--- src/hw/rtl/rled_pkg.sv ---
`default_nettype none

package rled_pkg;

    // Byte counts per block never exceed 128, the largest block depth.
    localparam int CNT_W = 8;

    localparam logic [7:0] MARK_B = 8'h42;
    localparam logic [7:0] MARK_U = 8'h55;
    localparam logic [7:0] MARK_D = 8'h44;
    localparam logic [7:0] MARK_A = 8'h41;
    localparam logic [31:0] MARKER_RESET = {MARK_B, MARK_U, MARK_D, MARK_A};

    // One decode job: n bytes of one bank, as run pairs or raw literals.
    typedef struct packed {
        logic [CNT_W-1:0] n;
        logic             lit;
        logic             ovf;
        logic             bank;
    } job_t;

    // Back end hands a bank back to the front end once fully read.
    typedef struct packed {
        logic valid;
        logic bank;
    } release_t;

endpackage

`default_nettype wire

--- src/hw/rtl/rled_ram.sv ---
`default_nettype none

module rled_ram #(
    parameter int WIDTH = 8,
    parameter int DEPTH = 256
) (
    input  wire logic                     aclk,
    input  wire logic                     we,
    input  wire logic [$clog2(DEPTH)-1:0] waddr,
    input  wire logic [WIDTH-1:0]         wdata,
    input  wire logic                     re,
    input  wire logic [$clog2(DEPTH)-1:0] raddr,
    output logic      [WIDTH-1:0]         rdata
);

    logic [WIDTH-1:0] mem_reg [DEPTH];
    logic [WIDTH-1:0] rdata_reg;

    always_ff @(posedge aclk) begin
        if (we) begin
            mem_reg[waddr] <= wdata;
        end
        if (re) begin
            rdata_reg <= mem_reg[raddr];
        end
    end

    assign rdata = rdata_reg;

endmodule

`default_nettype wire

--- src/hw/rtl/rled_job_fifo.sv ---
`default_nettype none

module rled_job_fifo (
    input  wire logic          aclk,
    input  wire logic          aresetn,
    input  wire logic          push,
    input  wire rled_pkg::job_t push_data,
    input  wire logic          pop,
    output rled_pkg::job_t     pop_data,
    output logic               empty,
    output logic               full
);
    import rled_pkg::*;

    job_t       slot_reg [2];
    logic       wr_ptr_reg, wr_ptr_next;
    logic       rd_ptr_reg, rd_ptr_next;
    logic [1:0] cnt_reg, cnt_next;
    logic       do_push, do_pop;

    assign do_push = push && !full;
    assign do_pop  = pop && !empty;
    assign empty   = (cnt_reg == 2'd0);
    assign full    = (cnt_reg == 2'd2);
    assign pop_data = slot_reg[rd_ptr_reg];

    always_comb begin
        wr_ptr_next = wr_ptr_reg ^ do_push;
        rd_ptr_next = rd_ptr_reg ^ do_pop;
        cnt_next    = cnt_reg + {1'b0, do_push} - {1'b0, do_pop};
    end

    always_ff @(posedge aclk) begin
        if (!aresetn) begin
            wr_ptr_reg <= 1'b0;
            rd_ptr_reg <= 1'b0;
            cnt_reg    <= 2'd0;
        end else begin
            wr_ptr_reg <= wr_ptr_next;
            rd_ptr_reg <= rd_ptr_next;
            cnt_reg    <= cnt_next;
        end
    end

    always_ff @(posedge aclk) begin
        if (do_push) begin
            slot_reg[wr_ptr_reg] <= push_data;
        end
    end

endmodule

`default_nettype wire

--- src/hw/rtl/rled_front.sv ---
`default_nettype none

module rled_front #(
    parameter int BLOCK_DEPTH = 128
) (
    input  wire logic                            aclk,
    input  wire logic                            aresetn,
    input  wire logic                            cfg_we,
    input  wire logic [31:0]                     cfg_wdata,
    input  wire logic                            s_valid,
    output logic                                 s_ready,
    input  wire logic [7:0]                      s_data_byte,
    input  wire logic                            s_last_byte,
    output logic                                 wr_en,
    output logic [$clog2(BLOCK_DEPTH):0]         wr_addr,
    output logic [7:0]                           wr_data,
    output logic                                 push,
    output rled_pkg::job_t                       push_job,
    input  wire logic                            q_full,
    input  wire rled_pkg::release_t              rel
);
    import rled_pkg::*;

    localparam int ABW         = $clog2(BLOCK_DEPTH);
    localparam int STORE_DEPTH = BLOCK_DEPTH + 4;
    localparam int FW          = $clog2(STORE_DEPTH + 1);

    logic [31:0]   marker_reg, marker_next;
    logic [31:0]   win_reg, win_next;
    logic [FW-1:0] fill_reg, fill_next;
    logic          ovf_reg, ovf_next;
    logic          bank_reg, bank_next;
    logic [1:0]    busy_reg, busy_next;

    logic          accept;
    logic [FW-1:0] fill_inc;
    logic          ovf_inc;
    logic [FW-1:0] pair_bytes;
    logic          hit;

    assign s_ready = !busy_reg[bank_reg] && !q_full;
    assign accept  = s_valid && s_ready;

    // Bytes past the data area only live in the marker window.
    assign wr_en   = accept && (fill_reg < FW'(BLOCK_DEPTH));
    assign wr_addr = {bank_reg, fill_reg[ABW-1:0]};
    assign wr_data = s_data_byte;

    always_comb begin
        marker_next = cfg_we ? cfg_wdata : marker_reg;
        win_next    = win_reg;
        fill_next   = fill_reg;
        ovf_next    = ovf_reg;
        bank_next   = bank_reg;
        busy_next   = busy_reg;
        push        = 1'b0;
        push_job    = '0;

        fill_inc   = (fill_reg < FW'(STORE_DEPTH)) ? fill_reg + FW'(1) : fill_reg;
        ovf_inc    = ovf_reg || (fill_reg == FW'(STORE_DEPTH));
        pair_bytes = (fill_inc - FW'(4)) & ~FW'(1);
        hit        = (fill_inc >= FW'(5)) && ({win_reg[23:0], s_data_byte} == marker_reg);

        if (rel.valid) begin
            busy_next[rel.bank] = 1'b0;
        end

        if (accept) begin
            win_next  = {win_reg[23:0], s_data_byte};
            fill_next = fill_inc;
            ovf_next  = ovf_inc;
            if (hit) begin
                fill_next = '0;
                ovf_next  = 1'b0;
                // A block with no full pair gives nothing.
                if (pair_bytes != '0) begin
                    push          = 1'b1;
                    push_job.n    = CNT_W'(pair_bytes);
                    push_job.lit  = 1'b0;
                    push_job.ovf  = ovf_inc;
                    push_job.bank = bank_reg;
                end
            end else if (s_last_byte) begin
                fill_next     = '0;
                ovf_next      = 1'b0;
                push          = 1'b1;
                push_job.n    = (fill_inc > FW'(BLOCK_DEPTH)) ? CNT_W'(BLOCK_DEPTH)
                                                             : CNT_W'(fill_inc);
                push_job.lit  = 1'b1;
                push_job.ovf  = ovf_inc || (fill_inc > FW'(BLOCK_DEPTH));
                push_job.bank = bank_reg;
            end
        end

        if (push) begin
            busy_next[bank_reg] = 1'b1;
            bank_next           = !bank_reg;
        end
    end

    always_ff @(posedge aclk) begin
        if (!aresetn) begin
            marker_reg <= MARKER_RESET;
            fill_reg   <= '0;
            ovf_reg    <= 1'b0;
            bank_reg   <= 1'b0;
            busy_reg   <= 2'b00;
        end else begin
            marker_reg <= marker_next;
            fill_reg   <= fill_next;
            ovf_reg    <= ovf_next;
            bank_reg   <= bank_next;
            busy_reg   <= busy_next;
        end
    end

    always_ff @(posedge aclk) begin
        win_reg <= win_next;
    end

endmodule

`default_nettype wire

--- src/hw/rtl/rled_back.sv ---
`default_nettype none

module rled_back #(
    parameter int BLOCK_DEPTH = 128
) (
    input  wire logic                        aclk,
    input  wire logic                        aresetn,
    input  wire logic                        q_empty,
    input  wire rled_pkg::job_t              q_data,
    output logic                             q_pop,
    output logic                             rd_en,
    output logic [$clog2(BLOCK_DEPTH):0]     rd_addr,
    input  wire logic [7:0]                  rd_data,
    output rled_pkg::release_t               rel,
    output logic                             m_valid,
    input  wire logic                        m_ready,
    output logic [7:0]                       m_first_byte,
    output logic [7:0]                       m_second_byte,
    output logic                             m_is_literal,
    output logic [1:0]                       m_byte_count,
    output logic                             m_last_result,
    output logic                             m_overflow
);
    import rled_pkg::*;

    localparam int ABW = $clog2(BLOCK_DEPTH);

    typedef enum logic [3:0] {
        S_IDLE = 4'b0001,
        S_RD_A = 4'b0010,
        S_RD_B = 4'b0100,
        S_LOAD = 4'b1000
    } state_t;

    state_t           state_reg, state_next;
    job_t             job_reg, job_next;
    logic [CNT_W-1:0] idx_reg, idx_next;
    logic [CNT_W-1:0] idx_sel;
    logic [7:0]       first_reg, first_next;

    logic       m_valid_reg;
    logic [7:0] m_first_reg, m_second_reg;
    logic       m_lit_reg, m_last_reg, m_ovf_reg;
    logic [1:0] m_cnt_reg;

    logic out_free, load, two, last;

    assign out_free = !m_valid_reg || m_ready;
    assign two  = ({1'b0, idx_reg} + (CNT_W+1)'(1)) < {1'b0, job_reg.n};
    assign last = ({1'b0, idx_reg} + (CNT_W+1)'(2)) >= {1'b0, job_reg.n};
    assign rd_addr = {job_reg.bank, idx_sel[ABW-1:0]};

    // Per result: read first byte, read second byte, load output register.
    always_comb begin
        state_next = state_reg;
        job_next   = job_reg;
        idx_next   = idx_reg;
        first_next = first_reg;
        idx_sel    = idx_reg;
        q_pop      = 1'b0;
        rd_en      = 1'b0;
        rel        = '0;
        load       = 1'b0;
        unique case (state_reg)
            S_IDLE: begin
                if (!q_empty) begin
                    q_pop      = 1'b1;
                    job_next   = q_data;
                    idx_next   = '0;
                    state_next = S_RD_A;
                end
            end
            S_RD_A: begin
                rd_en      = 1'b1;
                state_next = S_RD_B;
            end
            S_RD_B: begin
                idx_sel    = idx_reg + CNT_W'(1);
                rd_en      = two;
                first_next = rd_data;
                state_next = S_LOAD;
            end
            S_LOAD: begin
                if (out_free) begin
                    load     = 1'b1;
                    idx_next = idx_reg + CNT_W'(2);
                    if (last) begin
                        rel.valid  = 1'b1;
                        rel.bank   = job_reg.bank;
                        state_next = S_IDLE;
                    end else begin
                        state_next = S_RD_A;
                    end
                end
            end
            default: state_next = S_IDLE;
        endcase
    end

    always_ff @(posedge aclk) begin
        if (!aresetn) begin
            state_reg   <= S_IDLE;
            m_valid_reg <= 1'b0;
        end else begin
            state_reg <= state_next;
            if (load) begin
                m_valid_reg <= 1'b1;
            end else if (m_ready) begin
                m_valid_reg <= 1'b0;
            end
        end
    end

    always_ff @(posedge aclk) begin
        job_reg   <= job_next;
        idx_reg   <= idx_next;
        first_reg <= first_next;
        if (load) begin
            m_first_reg  <= first_reg;
            m_second_reg <= two ? rd_data : 8'h00;
            m_lit_reg    <= job_reg.lit;
            m_cnt_reg    <= two ? 2'd2 : 2'd1;
            m_last_reg   <= last;
            m_ovf_reg    <= job_reg.ovf;
        end
    end

    assign m_valid       = m_valid_reg;
    assign m_first_byte  = m_first_reg;
    assign m_second_byte = m_second_reg;
    assign m_is_literal  = m_lit_reg;
    assign m_byte_count  = m_cnt_reg;
    assign m_last_result = m_last_reg;
    assign m_overflow    = m_ovf_reg;

endmodule

`default_nettype wire

--- src/hw/rtl/marker_block_rle_decoder_core.sv ---
// Channel  | Direction | Ports                                         | Transaction
// ---------+-----------+-----------------------------------------------+----------------------
// s_       | in        | s_valid s_ready s_data_byte s_last_byte       | one stream byte
// m_       | out       | m_valid m_ready m_first_byte m_second_byte    | one pair / literal
//          |           | m_is_literal m_byte_count m_last_result       |
//          |           | m_overflow                                    |
// cfg_     | in        | cfg_we cfg_wdata                              | marker word write
//
// Input: one byte per cycle while s_ready is high; marker match and block end are resolved
// in the accept cycle. Output: each result is built by the back-end read sequencer on the
// store's single read port (first byte, second byte, output register load).
// The store has two banks: the next block fills one while the previous drains the other;
// s_ready drops only while both banks hold blocks that are not yet fully read.
// Reset is synchronous; the store is not cleared, no clearing pass.
`default_nettype none

module marker_block_rle_decoder_core #(
    parameter int BLOCK_DEPTH = 128
) (
    input  wire logic        aclk,
    input  wire logic        aresetn,
    input  wire logic        cfg_we,
    input  wire logic [31:0] cfg_wdata,
    input  wire logic        s_valid,
    output logic             s_ready,
    input  wire logic [7:0]  s_data_byte,
    input  wire logic        s_last_byte,
    output logic             m_valid,
    input  wire logic        m_ready,
    output logic [7:0]       m_first_byte,
    output logic [7:0]       m_second_byte,
    output logic             m_is_literal,
    output logic [1:0]       m_byte_count,
    output logic             m_last_result,
    output logic             m_overflow
);
    import rled_pkg::*;

    localparam int ABW = $clog2(BLOCK_DEPTH);

    logic           wr_en, rd_en;
    logic [ABW:0]   wr_addr, rd_addr;
    logic [7:0]     wr_data, rd_data;
    logic           push, pop, q_empty, q_full;
    job_t           push_job, pop_job;
    release_t       rel;

    rled_front #(.BLOCK_DEPTH(BLOCK_DEPTH)) u_front (
        .aclk        (aclk),
        .aresetn     (aresetn),
        .cfg_we      (cfg_we),
        .cfg_wdata   (cfg_wdata),
        .s_valid     (s_valid),
        .s_ready     (s_ready),
        .s_data_byte (s_data_byte),
        .s_last_byte (s_last_byte),
        .wr_en       (wr_en),
        .wr_addr     (wr_addr),
        .wr_data     (wr_data),
        .push        (push),
        .push_job    (push_job),
        .q_full      (q_full),
        .rel         (rel)
    );

    rled_job_fifo u_queue (
        .aclk      (aclk),
        .aresetn   (aresetn),
        .push      (push),
        .push_data (push_job),
        .pop       (pop),
        .pop_data  (pop_job),
        .empty     (q_empty),
        .full      (q_full)
    );

    rled_ram #(.WIDTH(8), .DEPTH(2 ** (ABW + 1))) u_store (
        .aclk  (aclk),
        .we    (wr_en),
        .waddr (wr_addr),
        .wdata (wr_data),
        .re    (rd_en),
        .raddr (rd_addr),
        .rdata (rd_data)
    );

    rled_back #(.BLOCK_DEPTH(BLOCK_DEPTH)) u_back (
        .aclk          (aclk),
        .aresetn       (aresetn),
        .q_empty       (q_empty),
        .q_data        (pop_job),
        .q_pop         (pop),
        .rd_en         (rd_en),
        .rd_addr       (rd_addr),
        .rd_data       (rd_data),
        .rel           (rel),
        .m_valid       (m_valid),
        .m_ready       (m_ready),
        .m_first_byte  (m_first_byte),
        .m_second_byte (m_second_byte),
        .m_is_literal  (m_is_literal),
        .m_byte_count  (m_byte_count),
        .m_last_result (m_last_result),
        .m_overflow    (m_overflow)
    );

endmodule

`default_nettype wire

--- config.mk ---
export PLATFORM = sky130hd
export DESIGN_NAME = marker_block_rle_decoder_core
export DESIGN_NICKNAME = d
export VERILOG_FILES = /design/src/hw/rtl/rled_pkg.sv /design/src/hw/rtl/rled_ram.sv /design/src/hw/rtl/rled_job_fifo.sv /design/src/hw/rtl/rled_front.sv /design/src/hw/rtl/rled_back.sv /design/src/hw/rtl/marker_block_rle_decoder_core.sv
export SDC_FILE = /design/constraint.sdc
export NUM_CORES = 2
export LEC_CHECK = 0
export ABC_AREA = 1
export BUFFER_PORTS_ARGS = -buffer_cell sky130_fd_sc_hd__buf_2
export CAP_MARGIN = 20
export CELL_PAD_IN_SITES_DETAIL_PLACEMENT = 1
export CELL_PAD_IN_SITES_GLOBAL_PLACEMENT = 2
export CORE_MARGIN = 1.5
export CORE_UTILIZATION = 45
export CTS_CLUSTER_DIAMETER = 80
export DETAILED_ROUTE_END_ITERATION = 8
export PLACE_DENSITY_LB_ADDON = 0.1
export RECOVER_POWER = 100
export SLEW_MARGIN = 40
export SYNTH_ARGS = -nofsm -noshare
export SYNTH_HDL_FRONTEND = slang
export SYNTH_SLANG_ARGS = --single-unit
--- constraint.sdc ---
create_clock -name aclk -period 6.3 [get_ports aclk]
set_input_delay 1.26 -clock aclk [delete_from_list [all_inputs] [get_ports aclk]]
set_output_delay 1.26 -clock aclk [all_outputs]
set_load 0.02 [all_outputs]
Word-level counts from Yosys, hierarchy flattened. Memories as Yosys holds them, arrays and structs flattened. A register that Yosys moved wholly into a read port is not among the register bits. Index checks and enable logic that the tools add are counted.

Register bits after elaboration: 114. Bits in writable memories: 2070. Output and inout port bits: 23. Logic and storage cells: 122. Memories: 2.

Memories: u_store.mem_reg (words 256, width 8, read ports 1, clocked after memory_dff 1, write ports 1, RTL line rled_ram.sv:16) `logic [WIDTH-1:0] mem_reg [DEPTH];`; u_queue.slot_reg (words 2, width 11, read ports 1, clocked after memory_dff 1, write ports 1, RTL line rled_job_fifo.sv:15) `job_t slot_reg [2];`.

$add $sub $neg: 8. $lt $le $gt $ge: 10. Equal/unequal tests: 9. Mux-type cells: 45. Bitwise logic cells: 6. Reduce and logical (&&, ||, !) cells: 23.

Operators with widths (count): two-way mux 8 bit (6); two-way mux 11 bit (4); equality test 32 bit (1); two-way mux 1 bit (20); < comparator 8 bit (second input constant) (2); case mux 4 bit (4 select lines) (1); case mux 8 bit (2 select lines) (1); two-way mux 2 bit (7); adder 8 x 1 -> 9 bit (second input constant) (1); adder 8 x 2 -> 9 bit (second input constant) (1); >= comparator 9 x 8 -> 1 bit (1); < comparator 9 x 8 -> 1 bit (1); adder 8 x 1 -> 8 bit (second input constant) (1); adder 8 x 2 -> 8 bit (second input constant) (1); equality test 8 bit (second input constant) (1); >= comparator 8 x 3 -> 1 bit (second input constant) (1); greater-than comparator 8 bit (second input constant) (1); logical AND 1 bit (8); two-way mux 4 bit (2); nonzero test 8 bit (1); subtractor 8 x 3 -> 8 bit (second input constant) (1); adder 7 x 1 -> 7 bit (second input constant) (1); two-way mux 7 bit (1); zero test 1 bit (5); 23 further kinds (31).

Longest topological paths before layout.
Depth in word-level cells: 14. Mapped depth: 20.

Hierarchy. A second synthesis with hierarchy kept.

Cells, all modules: 7744. Area total of the unflattened synthesis: 90526.8 µm².

By module, submodules not included: rled_ram (times used 1, cells an instance 7003, area an instance 83476.3 µm², sequential area each 61739.2 µm²); rled_front (times used 1, cells an instance 462, area an instance 3595.9 µm², sequential area each 1601.5 µm²); rled_back (times used 1, cells an instance 208, area an instance 2356.0 µm², sequential area each 1511.4 µm²); rled_job_fifo (times used 1, cells an instance 71, area an instance 1098.6 µm², sequential area each 760.7 µm²).

Least setup slack after synthesis. No wires, ideal clock.

Path type: in2reg. Start point: input s_valid. End point: memory u_store.mem_reg[107][0] (enable). Setup time: 370 ps. Arrival: 2610 ps. Slack: 3320 ps. Cell stages on the path: 6. Buffers on the path: 2. Path through: nand2_1 -> nor2_2 -> buf_4 -> nand4_2 -> clkbuf_1 -> nor2_1.

Cells in the longest elaborated chain, start to end: 4.

RTL lines: from (decl) (RTL line marker_block_rle_decoder_core.sv:24) `input wire logic s_valid,`; logical AND 1 bit (RTL line rled_front.sv:42) `assign accept = s_valid && s_ready;`; logical AND 1 bit (RTL line rled_front.sv:45) `assign wr_en = accept && (fill_reg < FW'(BLOCK_DEPTH));`; two-way mux 1 bit (RTL line rled_ram.sv:20) `if (we) begin`; two-way mux 1 bit (implied by the code) (RTL line rled_ram.sv:21) `mem_reg[waddr] <= wdata;`; to (decl) (RTL line rled_ram.sv:16).

Every way passes these cells.

Final worst setup path.
Start point: register u_front.bank_reg. End point: memory u_store.mem_reg[24][2] (enable).

Cells in the longest elaborated chain, start to end: 8.

RTL lines: from (decl) (RTL line rled_front.sv:32) `logic bank_reg, bank_next;`; from (signal assigned) (RTL line rled_front.sv:112) `bank_reg <= bank_next;`; two-way mux 1 bit (implied by the code) (2 in a row) (RTL line rled_front.sv:41) `assign s_ready = !busy_reg[bank_reg] && !q_full;`; zero test 1 bit (RTL line rled_front.sv:41); logical AND 1 bit (RTL line rled_front.sv:41); logical AND 1 bit (RTL line rled_front.sv:42); logical AND 1 bit (RTL line rled_front.sv:45); two-way mux 1 bit (RTL line rled_ram.sv:20); two-way mux 1 bit (implied by the code) (RTL line rled_ram.sv:21).

Several ways; a longest one is shown, not always the timed one. The select of a mux whose other input is x is not followed.

==> impl_metrics.py <==
metrics = {
    "status": {
        "outcome": "complete, but fails checks",
        "failed_checks": "max-capacitance violations, max-slew violations",
    },
    "synthesis": {
        "synth_nets": 7692,
        "ys_seq_elements": 2202,
        "yosysSeqAreaShare_pct": 72.4,
        "yosys_most_used_dff": "edfxtp_1",
        "avgSynthCellArea_um2": 11.9,
        "synth.area.top_cells": "edfxtp_1 (71%), nand3_1 (6.7%), nand2_1 (4.8%), o21ai_0 (3.1%), inv_1 (3.0%)",
        "synth_top_area_share_pct": 71.2,
        "synth.most_common_cell": "edfxtp_1",
        "synth-edff-count": 2149,
        "netlist_area_um2": 90600,
        "ys_types": 42,
        "synth_warnings": 0,
        "synth_top_area_cell": "edfxtp_1",
        "synthArstFlopShare_pct": 0,
        "synth_common_cells": "edfxtp_1 (2149), nand3_1 (1207), nand2_1 (1169)",
        "syn_inst": 7621,
    },
    "drt": {
        "wl_met1_mm": 119,
        "drc": 0,
        "wl_mm": 273,
        "wl_met3_mm": 15.9,
        "antenna_left": 0,
        "wl_per_cell_um": 26.3,
        "viasPerCell": 5.66,
        "first_pass_iters": 6,
        "highest_layer": "met5",
        "drt-initial-drc-count": 5269,
        "num_vias": 58814,
        "wl_met2_mm": 130,
    },
    "placed_design": {
        "dp_hpwl_mm": 158,
        "portBuffers": 68,
        "place_congestion": 0.797,
    },
    "worst_setup_path": {
        "max_stage_delay_ps": 2080,
        "reg2reg_depth": 8,
        "critPathMaxFanout": 16,
        "cp.required_ps": 6680,
        "path_cells": "nand2_1 > o21ai_0 > a21oi_1 > nand2_1 > nor2_4 > nand4_1 > clkbuf_1 > nor2_1",
        "r2r_slack_ps": 1280,
        "cp-end-kind": "flop",
        "crit_buf_inv": 1,
        "critical_path_class": "reg -> reg",
        "worst-path-stages": 8,
        "cp_top_family": "buffers and inverters",
        "r2r-start": "u_front.bank_reg",
        "start_kind": "flop",
        "critPathArrivalTime_ps": 5400,
        "crit_path_frequent_cell": "nand2_1",
        "slowest_stage": "clkbuf_1",
        "rr_endpoint": "u_store.mem_reg[24][2]",
    },
    "min_path": {
        "holdPathStages": 0,
        "hold_path.class": "reg -> reg",
        "hold_start": "u_back.first_reg[2]",
        "hold_end": "u_back.m_first_byte[2]",
    },
    "cts": {
        "post-cts-setup-buffers": 0,
        "cts.clk_slew.worst_paths_ps": 60,
        "cts_tree": "built",
        "cts_buffers": 228,
        "cts.hold.buffers_added": 0,
        "clk_latency_ps": 890,
        "cts.sinks": 2202,
        "clockBufferDepth": 3,
        "cts_root_buffer": "clkbuf_16",
        "post_cts_resized": 0,
        "htree_levels": 4,
    },
    "die": {
        "fp.dieArea_um2": 204000,
        "ioPinCount": 69,
        "rows": 164,
        "fp.dieH_um": 452,
        "start_util_pct": 45.3,
        "fp.dieW_um": 452,
        "core-area_um2": 200000,
    },
    "timing": {
        "drv_slew": 1188,
        "slew_headroom_pct": -181,
        "whs_ps": 418,
        "setup_viol": 0,
        "period_share_pct": 79.6,
        "final.setup.tns_ps": 0,
        "finalCriticalPeriod_ps": 5020,
        "fmax_mhz": 199,
        "rsz0062_at_grt": "no",
        "fin_skew_ps": 51.4,
        "hold_violations": 0,
        "tightest_slew_ps": 4210,
    },
    "global_routing": {
        "grt_pass1_vias": 60310,
        "grt_max_degree": 181,
        "grt_pass1_wl_mm": 402,
        "antenna_found_initial": 13,
        "overflow": 0,
        "grt_use_total_pct": 26.7,
    },
    "run": {
        "cap_violations": 33,
    },
    "cells_and_area": {
        "largest_reg_flops": 2048,
        "num-nets-final": 7609,
        "multi_input_area_um2": 20200,
        "n_fill_cell": 20388,
        "fin_util_pct": 50.4,
        "syn_to_final_growth_pct": 11.3,
        "regArea_um2": 65600,
        "layout-drive-gt1-share_pct": 6.24,
    },
    "pwr": {
        "p_per_area_nw_per_um2": 387,
        "ir_drop_uv": 380,
        "p_leak_nw": 35.9,
    },
}
==> cell type report <==
class / instances / area share, %
Inverter: 740 / 2.79
Clock buffer: 283 / 5.96
Timing Repair Buffer: 189 / 1.53
Sequential cell: 2202 / 65.1
Antenna cell: 4 / 0.00993
Clock inverter: 137 / 1.33
Tap cell: 2656 / 3.30
Multi-Input combinational cell: 4177 / 20.0
==> cell families (layout without fill, tap and decap cells) <==
group | count (synthesis) | count (layout) | synth area share (%)
buf+inv | 1242 | 1349 | 5.33
xor+xnor | 33 | 33 | 0.327
other cells | 0 | 4 | 0
compound gates | 1232 | 1232 | 7.74
simple gates | 2887 | 2887 | 13.8
fa+ha+maj | 25 | 25 | 0.345
flops | 2202 | 2202 | 72.4
==> how the worst max path moves through the flow <==
stage	from	end	slack (ps)
floorplan	s_valid	u_store.mem_reg[107][0]	3320
global placement	s_valid	u_store.mem_reg[245][6]	1640
detailed placement	s_valid	u_store.mem_reg[245][6]	1880
CTS	u_front.bank_reg	u_store.mem_reg[182][4]	2260
global route	u_front.bank_reg	u_store.mem_reg[178][1]	1030
finish	u_front.bank_reg	u_store.mem_reg[24][2]	1280
==> cells in the final DEF (no fill, tap or decap), types with 36 or more instances in the layout <==
cell type and n:
inv_1 731, nand3_1 1215, clkinv_1 51, clkbuf_16 230, edfxtp_1 2149, buf_2 36
nand2_1 1163, clkinv_2 41, o21ai_0 564, nor2_1 451, a21oi_1 328, buf_4 45
clkbuf_1 113, dfxtp_1 53, o211ai_1 326
==> where the power goes <==
group / internal, mW / total, mW / switching [mW]
Sequential: 16.3 / 16.5 / 0.132
Combinational: 2.36 / 9.23 / 6.86
Clock: 7.61 / 13.4 / 5.75
Total: 26.3 / 39.0 / 12.7
==> per-layer routing <==
layer	global-route usage (%)	vias to the layer above
li1	-	26874
met1	37.2	29985
met2	43.4	1577
met3	4.08	374
met4	7.74	4
met5	0	-
==> metrics by stage <==
stage / total power [mW] / area (um2) / worst slack (ps) / instances
global placement: 25.8 / 93500 / 1640 / 9958
floorplan: 21.9 / 90600 / 3320 / 7621
CTS: 39.3 / 101000 / 2260 / 10382
global route: 40.5 / 101000 / 1030 / 10388
finish: 39.0 / 101000 / 1280 / 10388
detailed placement: 26.0 / 93700 / 1880 / 9962
No activity file was read; power rests on OpenSTA's default activity.
